## src/hdl/tsc_pkg.sv

```systemverilog
// Shared types and constants for the touch sensor conditioner.
package tsc_pkg;

  // Ring depth and field widths.
  localparam int unsigned WINDOW  = 5;
  localparam int unsigned IDX_W   = $clog2(WINDOW);
  localparam int unsigned VOLT_W  = 10;
  localparam int unsigned CAP_W   = 24;
  localparam int unsigned TYPE_W  = 8;
  localparam int unsigned OP_W    = 2;
  localparam int unsigned CFG_IDX_W = 2;

  // Accumulator width: WINDOW signed capacitance values never overflow it.
  localparam int unsigned SUM_W = CAP_W + $clog2(WINDOW);

  // Reciprocal of WINDOW scaled by 2^SUM_W, rounded down.
  localparam int unsigned DIV_RECIP = (32'd1 << SUM_W) / WINDOW;

  // Register reset values.
  localparam logic signed [CAP_W-1:0] TH_HIGH_RST = 24'sd100;
  localparam logic signed [CAP_W-1:0] TH_LOW_RST  = 24'sd50;

  // Event codes carried in the op field.
  typedef enum logic [OP_W-1:0] {
    OP_VOLT   = 2'd0,
    OP_CAP    = 2'd1,
    OP_DECIDE = 2'd2,
    OP_NONE   = 2'd3
  } op_e;

  // Configuration register indexes.
  typedef enum logic [CFG_IDX_W-1:0] {
    CFG_SWITCH_TYPE = 2'd0,
    CFG_TH_HIGH     = 2'd1,
    CFG_TH_LOW      = 2'd2,
    CFG_UNUSED      = 2'd3
  } cfg_e;

  // Sequencer states.
  typedef enum logic [2:0] {
    ST_IDLE,
    ST_SUM,
    ST_DIV_GO,
    ST_DIV_WAIT,
    ST_OUT
  } state_e;

  // Which ring the shared adder is walking through.
  typedef enum logic [1:0] {
    PASS_RAW,
    PASS_MEAN,
    PASS_CAP
  } pass_e;

  // Input and result items.
  typedef struct packed {
    logic [OP_W-1:0]         op;
    logic [VOLT_W-1:0]       volt_sample;
    logic signed [CAP_W-1:0] cap_sample;
  } in_t;

  typedef struct packed {
    logic [VOLT_W-1:0]       smoothed_volt;
    logic signed [CAP_W-1:0] smoothed_cap;
    logic                    touched;
  } out_t;

  // Control from the sequencer to the datapath.
  typedef struct packed {
    pass_e            pass;
    logic [IDX_W-1:0] idx;
    logic             accept;
    logic             acc_add;
    logic             div_go;
    logic             div_take;
  } ctl_t;

endpackage

```

## src/hdl/tsc_cdiv.sv

```systemverilog
// Signed division of a ring sum by WINDOW, truncating toward zero.
// Two stages: a reciprocal multiply, then a single remainder correction.
module tsc_cdiv (
  input  logic                                 clk_i,
  input  logic                                 rst_ni,
  input  logic                                 go_i,
  input  logic signed [tsc_pkg::SUM_W-1:0]     sum_i,
  output logic                                 done_o,
  output logic signed [tsc_pkg::SUM_W-1:0]     quot_o
);

  logic [tsc_pkg::SUM_W-1:0]   mag;
  logic [2*tsc_pkg::SUM_W-1:0] prod;
  logic [tsc_pkg::SUM_W-1:0]   mag_q, q_est_q, q_times_w, rem, q_fix;
  logic                        neg_q;
  logic signed [tsc_pkg::SUM_W-1:0] quot_d, quot_q;
  logic [1:0]                  vld_q;

  // Stage one: magnitude times the scaled reciprocal; the estimate is low by at most one.
  always_comb begin
    mag  = sum_i[tsc_pkg::SUM_W-1] ? tsc_pkg::SUM_W'(-sum_i) : tsc_pkg::SUM_W'(sum_i);
    prod = (2*tsc_pkg::SUM_W)'(mag) *
           (2*tsc_pkg::SUM_W)'(tsc_pkg::SUM_W'(tsc_pkg::DIV_RECIP));
  end

  always_ff @(posedge clk_i) begin
    if (go_i) begin
      mag_q   <= mag;
      q_est_q <= prod[2*tsc_pkg::SUM_W-1:tsc_pkg::SUM_W];
      neg_q   <= sum_i[tsc_pkg::SUM_W-1];
    end
  end

  // Stage two: bump the estimate when the remainder reaches the divisor, then restore the sign.
  always_comb begin
    q_times_w = tsc_pkg::SUM_W'(q_est_q * tsc_pkg::SUM_W'(tsc_pkg::WINDOW));
    rem       = mag_q - q_times_w;
    q_fix     = (rem >= tsc_pkg::SUM_W'(tsc_pkg::WINDOW)) ? q_est_q + 1'b1 : q_est_q;
    quot_d    = neg_q ? -$signed(q_fix) : $signed(q_fix);
  end

  always_ff @(posedge clk_i) begin
    if (vld_q[0]) begin
      quot_q <= quot_d;
    end
  end

  // Valid pipe that tracks the two stages.
  always_ff @(posedge clk_i or negedge rst_ni) begin
    if (!rst_ni) begin
      vld_q <= 2'b00;
    end else begin
      vld_q <= {vld_q[0], go_i};
    end
  end

  assign done_o = vld_q[1];
  assign quot_o = quot_q;

endmodule

```

## src/hdl/tsc_ctrl.sv

```systemverilog
// Sequencer: walks the shared adder over one ring at a time and drives the divider.
module tsc_ctrl (
  input  logic                     clk_i,
  input  logic                     rst_ni,
  input  logic                     in_valid_i,
  input  logic [tsc_pkg::OP_W-1:0] in_op_i,
  input  logic                     out_ready_i,
  input  logic                     div_done_i,
  output logic                     in_ready_o,
  output logic                     out_valid_o,
  output tsc_pkg::ctl_t            ctl_o
);

  tsc_pkg::state_e            state_d, state_q;
  tsc_pkg::pass_e             pass_d, pass_q;
  logic [tsc_pkg::IDX_W-1:0]  cnt_d, cnt_q;
  logic                       accept;

  assign accept = in_valid_i && (state_q == tsc_pkg::ST_IDLE);

  // Next state, pass and ring index.
  always_comb begin
    state_d = state_q;
    pass_d  = pass_q;
    cnt_d   = cnt_q;
    case (state_q)
      tsc_pkg::ST_IDLE: begin
        if (accept) begin
          cnt_d = '0;
          if (in_op_i == tsc_pkg::OP_VOLT) begin
            pass_d  = tsc_pkg::PASS_RAW;
            state_d = tsc_pkg::ST_SUM;
          end else if (in_op_i == tsc_pkg::OP_CAP) begin
            pass_d  = tsc_pkg::PASS_CAP;
            state_d = tsc_pkg::ST_SUM;
          end else begin
            state_d = tsc_pkg::ST_OUT;
          end
        end
      end
      tsc_pkg::ST_SUM: begin
        if (cnt_q == tsc_pkg::IDX_W'(tsc_pkg::WINDOW - 1)) begin
          state_d = tsc_pkg::ST_DIV_GO;
        end else begin
          cnt_d = cnt_q + 1'b1;
        end
      end
      tsc_pkg::ST_DIV_GO: begin
        state_d = tsc_pkg::ST_DIV_WAIT;
      end
      tsc_pkg::ST_DIV_WAIT: begin
        if (div_done_i) begin
          if (pass_q == tsc_pkg::PASS_RAW) begin
            pass_d  = tsc_pkg::PASS_MEAN;
            cnt_d   = '0;
            state_d = tsc_pkg::ST_SUM;
          end else begin
            state_d = tsc_pkg::ST_OUT;
          end
        end
      end
      tsc_pkg::ST_OUT: begin
        if (out_ready_i) begin
          state_d = tsc_pkg::ST_IDLE;
        end
      end
      default: begin
        state_d = tsc_pkg::ST_IDLE;
      end
    endcase
  end

  // Outputs decoded from the current state.
  always_comb begin
    in_ready_o     = (state_q == tsc_pkg::ST_IDLE);
    out_valid_o    = (state_q == tsc_pkg::ST_OUT);
    ctl_o.pass     = pass_q;
    ctl_o.idx      = cnt_q;
    ctl_o.accept   = accept;
    ctl_o.acc_add  = (state_q == tsc_pkg::ST_SUM);
    ctl_o.div_go   = (state_q == tsc_pkg::ST_DIV_GO);
    ctl_o.div_take = (state_q == tsc_pkg::ST_DIV_WAIT) && div_done_i;
  end

  always_ff @(posedge clk_i or negedge rst_ni) begin
    if (!rst_ni) begin
      state_q <= tsc_pkg::ST_IDLE;
      pass_q  <= tsc_pkg::PASS_RAW;
      cnt_q   <= '0;
    end else begin
      state_q <= state_d;
      pass_q  <= pass_d;
      cnt_q   <= cnt_d;
    end
  end

endmodule

```

## src/hdl/touch_sensor_conditioner_core.sv

```systemverilog
// Channel | Signals                                        | Direction
// in      | in_valid_i, in_ready_o, in_data_i (in_t)       | item in
// out     | out_valid_o, out_ready_i, out_data_o (out_t)   | result out
// cfg     | cfg_valid_i, cfg_ready_o, cfg_index_i, cfg_data_i | register write
//
// One adder accumulates a ring one entry per cycle, and a two-stage constant divider
// turns the sum into a mean. A voltage sample takes two ring passes (raw ring, then mean
// ring), a capacitance sample one, and a decide or unused op none. The block takes one
// transaction at a time; the result is held on the output until taken, and the next
// transaction is accepted in the cycle after that.
// Reset clears all rings, slots, smoothed values and the touch state at once.
module touch_sensor_conditioner_core (
  input  logic                          clk_i,
  input  logic                          rst_ni,
  input  logic                          in_valid_i,
  output logic                          in_ready_o,
  input  tsc_pkg::in_t                  in_data_i,
  output logic                          out_valid_o,
  input  logic                          out_ready_i,
  output tsc_pkg::out_t                 out_data_o,
  input  logic                          cfg_valid_i,
  output logic                          cfg_ready_o,
  input  logic [tsc_pkg::CFG_IDX_W-1:0] cfg_index_i,
  input  logic [tsc_pkg::CAP_W-1:0]     cfg_data_i
);

  tsc_pkg::ctl_t ctl;
  logic          div_done;
  logic signed [tsc_pkg::SUM_W-1:0] div_quot;
  logic signed [tsc_pkg::SUM_W-1:0] acc_q, addend;

  logic [tsc_pkg::VOLT_W-1:0]       raw_ring_q  [tsc_pkg::WINDOW];
  logic [tsc_pkg::VOLT_W-1:0]       mean_ring_q [tsc_pkg::WINDOW];
  logic signed [tsc_pkg::CAP_W-1:0] cap_ring_q  [tsc_pkg::WINDOW];
  logic [tsc_pkg::IDX_W-1:0]        volt_slot_q, cap_slot_q;
  logic [tsc_pkg::VOLT_W-1:0]       volt_value_q;
  logic signed [tsc_pkg::CAP_W-1:0] cap_value_q;
  logic                             touch_q;

  logic [tsc_pkg::TYPE_W-1:0]       switch_type_q;
  logic signed [tsc_pkg::CAP_W-1:0] th_high_q, th_low_q;

  logic [tsc_pkg::VOLT_W-1:0]       raw_sel, mean_sel;
  logic signed [tsc_pkg::CAP_W-1:0] cap_sel;
  logic                             is_volt, is_cap, is_decide;

  tsc_ctrl u_ctrl (
    .clk_i       (clk_i),
    .rst_ni      (rst_ni),
    .in_valid_i  (in_valid_i),
    .in_op_i     (in_data_i.op),
    .out_ready_i (out_ready_i),
    .div_done_i  (div_done),
    .in_ready_o  (in_ready_o),
    .out_valid_o (out_valid_o),
    .ctl_o       (ctl)
  );

  tsc_cdiv u_cdiv (
    .clk_i  (clk_i),
    .rst_ni (rst_ni),
    .go_i   (ctl.div_go),
    .sum_i  (acc_q),
    .done_o (div_done),
    .quot_o (div_quot)
  );

  assign is_volt   = ctl.accept && (in_data_i.op == tsc_pkg::OP_VOLT);
  assign is_cap    = ctl.accept && (in_data_i.op == tsc_pkg::OP_CAP);
  assign is_decide = ctl.accept && (in_data_i.op == tsc_pkg::OP_DECIDE);

  // Configuration writes are always taken; an index past the list is dropped.
  assign cfg_ready_o = 1'b1;

  always_ff @(posedge clk_i or negedge rst_ni) begin
    if (!rst_ni) begin
      switch_type_q <= '0;
      th_high_q     <= tsc_pkg::TH_HIGH_RST;
      th_low_q      <= tsc_pkg::TH_LOW_RST;
    end else if (cfg_valid_i) begin
      case (cfg_index_i)
        tsc_pkg::CFG_SWITCH_TYPE: switch_type_q <= cfg_data_i[tsc_pkg::TYPE_W-1:0];
        tsc_pkg::CFG_TH_HIGH:     th_high_q     <= $signed(cfg_data_i);
        tsc_pkg::CFG_TH_LOW:      th_low_q      <= $signed(cfg_data_i);
        default: ;
      endcase
    end
  end

  // Pick the ring entry that the adder takes this cycle, extended to the sum width.
  always_comb begin
    raw_sel  = raw_ring_q[ctl.idx];
    mean_sel = mean_ring_q[ctl.idx];
    cap_sel  = cap_ring_q[ctl.idx];
    case (ctl.pass)
      tsc_pkg::PASS_RAW:
        addend = $signed({{(tsc_pkg::SUM_W - tsc_pkg::VOLT_W){1'b0}}, raw_sel});
      tsc_pkg::PASS_MEAN:
        addend = $signed({{(tsc_pkg::SUM_W - tsc_pkg::VOLT_W){1'b0}}, mean_sel});
      tsc_pkg::PASS_CAP:
        addend = $signed({{(tsc_pkg::SUM_W - tsc_pkg::CAP_W){cap_sel[tsc_pkg::CAP_W-1]}},
                          cap_sel});
      default:
        addend = '0;
    endcase
  end

  // Shared accumulator, cleared at the start of each ring pass.
  always_ff @(posedge clk_i) begin
    if (ctl.accept || (ctl.div_take && ctl.pass == tsc_pkg::PASS_RAW)) begin
      acc_q <= '0;
    end else if (ctl.acc_add) begin
      acc_q <= acc_q + addend;
    end
  end

  // Rings, slots, smoothed values and the touch state.
  always_ff @(posedge clk_i or negedge rst_ni) begin
    if (!rst_ni) begin
      for (int i = 0; i < tsc_pkg::WINDOW; i++) begin
        raw_ring_q[i]  <= '0;
        mean_ring_q[i] <= '0;
        cap_ring_q[i]  <= '0;
      end
      volt_slot_q  <= '0;
      cap_slot_q   <= '0;
      volt_value_q <= '0;
      cap_value_q  <= '0;
      touch_q      <= 1'b0;
    end else begin
      if (is_volt) begin
        raw_ring_q[volt_slot_q] <= in_data_i.volt_sample;
      end
      if (is_cap) begin
        cap_ring_q[cap_slot_q] <= in_data_i.cap_sample;
      end
      if (is_decide) begin
        if (switch_type_q == '0) begin
          touch_q <= 1'b0;
        end else if (cap_value_q > th_high_q) begin
          touch_q <= 1'b1;
        end else if (cap_value_q < th_low_q) begin
          touch_q <= 1'b0;
        end
      end
      if (ctl.div_take) begin
        case (ctl.pass)
          tsc_pkg::PASS_RAW: begin
            mean_ring_q[volt_slot_q] <= div_quot[tsc_pkg::VOLT_W-1:0];
          end
          tsc_pkg::PASS_MEAN: begin
            volt_value_q <= div_quot[tsc_pkg::VOLT_W-1:0];
            volt_slot_q  <= (volt_slot_q == tsc_pkg::IDX_W'(tsc_pkg::WINDOW - 1)) ?
                            '0 : volt_slot_q + 1'b1;
          end
          tsc_pkg::PASS_CAP: begin
            cap_value_q <= div_quot[tsc_pkg::CAP_W-1:0];
            cap_slot_q  <= (cap_slot_q == tsc_pkg::IDX_W'(tsc_pkg::WINDOW - 1)) ?
                           '0 : cap_slot_q + 1'b1;
          end
          default: ;
        endcase
      end
    end
  end

  // The result stays steady while the sequencer holds it for the consumer.
  assign out_data_o.smoothed_volt = volt_value_q;
  assign out_data_o.smoothed_cap  = cap_value_q;
  assign out_data_o.touched       = touch_q;

endmodule

```

## config.mk

```make
export PLATFORM = sky130hd
export DESIGN_NAME = touch_sensor_conditioner_core
export DESIGN_NICKNAME = d
export VERILOG_FILES = /design/src/hdl/tsc_pkg.sv /design/src/hdl/tsc_cdiv.sv /design/src/hdl/tsc_ctrl.sv /design/src/hdl/touch_sensor_conditioner_core.sv
export SDC_FILE = /design/constraint.sdc
export NUM_CORES = 2
export LEC_CHECK = 0
export BUFFER_PORTS_ARGS = -buffer_cell sky130_fd_sc_hd__buf_4
export CORE_ASPECT_RATIO = 0.8
export CORE_MARGIN = 4
export CORE_UTILIZATION = 60
export DETAILED_ROUTE_END_ITERATION = 16
export GPL_TIMING_DRIVEN = 0
export PLACE_DENSITY = 0.77
export SYNTH_ARGS = -nofsm -noshare
export SYNTH_HDL_FRONTEND = slang
export SYNTH_SLANG_ARGS = --single-unit
```

## constraint.sdc

```tcl
create_clock -name clk_i -period 10.8 [get_ports clk_i]
set_input_delay 2.16 -clock clk_i [delete_from_list [all_inputs] [get_ports clk_i]]
set_output_delay 2.16 -clock clk_i [all_outputs]
set_load 0.01 [all_outputs]
```

* Yosys cells after proc, flatten, opt, wreduce, memory -nomap -nowiden
Index checks and enable logic that the tools add are counted.
** Storage, ports and cells
- Register bits after elaboration :: 431
- Input bits :: 67
** Operators by class
- Add/subtract/negate cells :: 8
- Multipliers :: 2
- Magnitude comparators :: 8
- Eq/ne operators :: 20
- Muxes and demuxes :: 44
- Bitwise gates (word level) :: 3
- Reductions and logical operators :: 27
** Operators by type and width (count)
- bitwise mux 120 bit :: 1
- two-way mux 24 bit :: 5
- bitwise mux 50 bit :: 2
- case mux 27 bit (3 select lines) :: 1
- binary-select mux 24 bit (select 3 bit) :: 1
- demux 24 bit (select 3 bit) :: 1
- binary-select mux 10 bit (select 3 bit) :: 2
- multiplier 27 x 25 -> 52 bit, second input constant :: 1
- two-way mux 10 bit :: 5
- two-way mux 3 bit :: 13
- demux 10 bit (select 3 bit) :: 1
- adder 27 bit :: 1
- greater-or-equal comparator 27 x 3 -> 1 bit, second input constant :: 1
- multiplier 25 x 3 -> 27 bit, second input constant :: 1
- two-way mux 27 bit :: 1
- negation 27 bit :: 1
- subtractor 27 bit :: 1
- adder 24 x 1 -> 24 bit, second input constant :: 1
- > comparator 24 bit :: 1
- less-than comparator 24 bit :: 1
- negation 24 bit :: 1
- case mux 3 bit (5 select lines) :: 1
- AND reduction 2 bit :: 7
- equality test 3 bit, second input constant :: 4
- 24 further kinds :: 57

* Depth between registers and ports, before layout
- Depth after elaboration :: 6
- Depth in mapped cells :: 37

* Cells and area by module
From an unflattened synthesis, not the netlist that was laid out.
** Second synthesis, totals
- Cell total of the unflattened synthesis :: 3256
- Area total of the unflattened synthesis :: 35450.2 um2
** By module, submodules not included
- tsc_cdiv :: times used 1, cells each 1800, area an instance 17564.3 um2, sequential area each 2452.4 um2
- touch_sensor_conditioner_core :: times used 1, cells each 1390, area an instance 17277.8 um2, sequential area each 8480.6 um2
- tsc_ctrl :: times used 1, cells each 66, area an instance 608.1 um2, sequential area each 200.2 um2

* Least setup slack after synthesis
Ideal clock, no wire load.
- Kind :: register -> register
- Start point :: reg acc_q[0] (netlist bit)
- End point :: reg u_cdiv.q_est_q[24] (netlist bit), data pin
- Setup time :: 260 ps
- Arrival time :: 8630 ps
- Required time :: 10540 ps
- Setup slack :: 1910 ps
- Cell stages (with the launch flop) :: 35
- Buffers on the path :: 0
- Clock period less this slack :: 8890 ps
- Cells stage by stage :: dfxtp_1 inv_1 ha_1 nand2_1 or3_1 nand2b_1 nand2b_1 or3_1 or4_1 nand2_1 xnor2_1 ha_1 fa_1 inv_1 fa_1 inv_1 fa_1 fa_1 fa_1 inv_1 fa_1 inv_1 ha_1 a21o_1 a21oi_1 or4b_2 nand3_1 o21ai_0 a31oi_1 o211ai_1 o211a_1 a41o_1 o21a_1 nor2_1 xnor2_1
** Between the ends
- Word-level cells in the longest chain between the ends :: 3
** RTL lines
- start: declaration :: line touch_sensor_conditioner_core.sv:30 : logic signed [tsc_pkg::SUM_W-1:0] acc_q, addend;
- start signal: assignment :: line touch_sensor_conditioner_core.sv:113 : acc_q <= acc_q + addend;
- negation 27 bit :: line tsc_cdiv.sv:21 : mag = sum_i[tsc_pkg::SUM_W-1] ? tsc_pkg::SUM_W'(-sum_i) : tsc_pkg::SUM_W'(sum_i);
- two-way mux 27 bit :: line tsc_cdiv.sv:21
- via u_cdiv.mag (one bit) :: line tsc_cdiv.sv:12 : logic [tsc_pkg::SUM_W-1:0] mag;
- multiplier 27 x 25 -> 52 bit :: line tsc_cdiv.sv:22 : prod = (2*tsc_pkg::SUM_W)'(mag) *
- via u_cdiv.prod (one bit) :: line tsc_cdiv.sv:13 : logic [2*tsc_pkg::SUM_W-1:0] prod;
- end signal: assignment :: line tsc_cdiv.sv:29 : q_est_q <= prod[2*tsc_pkg::SUM_W-1:tsc_pkg::SUM_W];
- end: declaration :: line tsc_cdiv.sv:14 : logic [tsc_pkg::SUM_W-1:0] mag_q, q_est_q, q_times_w, rem, q_fix;
The timed path passes the listed nets, and every way through them passes these cells.
A chain may end at the register's enable or synchronous reset.

* Worst setup path in the final report
- Start point :: reg acc_q[0] (netlist bit)
- End point :: reg u_cdiv.q_est_q[19] (netlist bit), data pin
The elaborated chain is that of the path after synthesis.

==> flow_metrics.env <==
export IMPL_status="finished, final reports clean"
export IMPL_stdcell_area_um2=38180
export IMPL_synth_edf_count=77
export IMPL_antenna_found_initial=0
export IMPL_ctsRootBufferMaster="clkbuf_16"
export IMPL_synth_most_common_cell="inv_1"
export IMPL_htreeDepth=2
export IMPL_slew_violations=0
export IMPL_remaining_drc_errors=0
export IMPL_grtUsageMet3=0.06277
export IMPL_synth_top_area_frac=0.2308
export IMPL_cp_data_arrival_time_ps=10610
export IMPL_dieHeight_um=223.4
export IMPL_via_per_inst=5.980
export IMPL_r2r_setup_slack_ps=500
export IMPL_synthTopCellsByArea="dfrtp_1, fa_1, ha_1"
export IMPL_use_met2=0.4565
export IMPL_clkLatencyLatePin_ps=580
export IMPL_fin_crit_sh=0.9533
export IMPL_syn_inst=3185
export IMPL_grt_use_total=0.2953
export IMPL_place_area_um2=36690
export IMPL_cp_slowest_cell="or4b_2"
export IMPL_crit_path_frequent_cell="fa_1"
export IMPL_path_class="reg2reg"
export IMPL_num_vias=24730
export IMPL_path_buf_inv=3
export IMPL_synth_avg_cell_area_um2=10.93
export IMPL_async_flop_share=0.7587
export IMPL_drive_gt1_frac=0.1704
export IMPL_cp_max_fo=9
export IMPL_cts_tree="yes"
export IMPL_crit_required_ps=11120
export IMPL_met1_usage=0.4370
export IMPL_antenna_left=0
export IMPL_top_usage_layer="met2"
export IMPL_synth_seq_area_share=0.3172
export IMPL_synth_seq_cells=431
export IMPL_cts_buffer_depth=3
export IMPL_ioPinCount=105
export IMPL_drt_initial_drc_count=1835
export IMPL_start_util=0.6097
export IMPL_wl_per_cell_um=22.12
export IMPL_fin_crit_ps=10300
export IMPL_first_pass_iters=5
export IMPL_grt_pass1_vias=25330
export IMPL_ys_warn_count=0
export IMPL_gp_congestion=0.9810
export IMPL_portBuffers=103
export IMPL_relSlewSlack=0.1575
export IMPL_core_area_um2=57090
export IMPL_clock_skew_ps=27.10
export IMPL_crit_family="adder cells"
export IMPL_nets=4032
export IMPL_place_detailed_hpwl_um=73280
export IMPL_cts_sinks=431
export IMPL_max_cap_violations=0
export IMPL_cts_buffers_inserted=42
export IMPL_fmax_mhz=97.13
export IMPL_ys_flop_type="dfrtp_1"
export IMPL_finalSetupViolCount=0
export IMPL_overflow=0
export IMPL_syn_num_nets=3875
export IMPL_tightest_slew_ps=1255
export IMPL_syn_area_um2=34810
export IMPL_grt_max_degree=132
export IMPL_synthToLayoutAreaGrowth_pct=9.680
export IMPL_fp_dieW_um=277.3
export IMPL_hold_buffers=0
export IMPL_routed_wl_um=91480
export IMPL_die_area_um2=61960
export IMPL_hp_class="reg2reg"
export IMPL_cts_clk_slew_worst_paths_ps=60
export IMPL_synth_common_cells="inv_1, ha_1, dfrtp_1"
export IMPL_antennaDiodeCount=0
export IMPL_synth_cell_types=100
export IMPL_hold_viol_final=0
export IMPL_slowest_delay_ps=650
export IMPL_rows=78
export IMPL_endpoint_kind="flip-flop"
export IMPL_start_kind="flip-flop"
export IMPL_grt_pass1_wl_um=144300
export IMPL_synth_top_cell_by_area="dfrtp_1"
worst reg2reg max path: cells and delay by family (launching register included):
kind / cells / cell delay, ps
fa+ha+maj: 8 / 3640
simple gates: 12 / 3240
flops: 1 / 520
xor+xnor: 2 / 730
compound gates: 7 / 1610
buf+inv: 3 / 300
kinds of logic (layout without fill, tap and decap cells):
group	Yosys count	count (layout)	synth area share
fa+ha+maj	623	623	0.2796
buf+inv	593	783	0.06420
simple gates	534	534	0.07972
compound gates	450	450	0.08637
flops	431	431	0.3172
mux	382	382	0.1298
xor+xnor	171	171	0.04303
other cells	1	1	0.0001077
metrics by stage:
step	setup slack, ps	util	std cells	setup TNS, ps	hold WS [ps]
after floorplan	1910	-	3185	0	421.9
after global placement	383.6	0.6399	4048	0	463.9
after detailed placement	255.4	0.6426	4057	0	462.8
after CTS	242.3	0.6671	4134	0	480.6
after global routing	-24.41	0.6687	4135	-24.41	485.1
final	504.8	0.6687	4135	0	480.2
flip-flops by register name, summed over array words and instances, names as in the netlist:
register        cells
cap_value_q        24
u_cdiv.mag_q       27
u_ctrl.cnt_q        3
cap_ring_q        120
u_cdiv.quot_o      24
cap_slot_q          3
mean_ring_q        50
volt_value_q       10
raw_ring_q         50
touch_q             1
acc_q              27
u_cdiv.vld_q        2
u_cdiv.q_est_q     25
volt_slot_q         3
u_cdiv.neg_q        1
u_ctrl.pass_q       2
th_high_q          24
th_low_q           24
u_ctrl.state_q      3
switch_type_q       8
repair_timing:
action | CTS | global route
buffers inserted | 0 | 1
endpoints found under the setup margin | 0 | 8
resized for setup | 0 | 16
metal layers:
layer | wire length, um | share of wire
met1 | 41460 | 0.45
met4 | 1824 | 0.020
met3 | 7286 | 0.080
met2 | 40910 | 0.45
met5 | 0 | 0
worst paths after layout:
check                                  start                 end  cells past startpoint
min in group asynchronous             rst_ni     cap_value_q[13]                      1
setup / recovery                    acc_q[0]  u_cdiv.q_est_q[19]                     32
setup reg to reg                    acc_q[0]  u_cdiv.q_est_q[19]                     32
hold / removal             u_cdiv.quot_o[15]     cap_value_q[15]                      1
hold reg to reg            u_cdiv.quot_o[15]     cap_value_q[15]                      1
max in group asynchronous             rst_ni     cap_ring_q[112]                      3
layout make-up:
class,count,area (um^2)
Clock inverter,17,146.4
Inverter,491,1843
Tap cell,760,950.9
Buffer,102,391.6
Sequential cell,431,11040
Multi-Input combinational cell,2161,21640
Timing Repair Buffer,113,910.9
Clock buffer,60,1254
Fill cell,4316,18910
layout by cell type (no fill, tap or decap), types with 92 or more instances in the layout:
cell and n:
a21oi_1 131, buf_4 108, clkbuf_1 95, dfrtp_1 321, fa_1 258, ha_1 363
inv_1 491, mux2_2 310, nand2_1 127, nor2_1 111, o21ai_0 92, xnor2_1 114
Power is not shown: default switching activity piles up to over one toggle a cycle in this logic, so the estimate is an artifact.
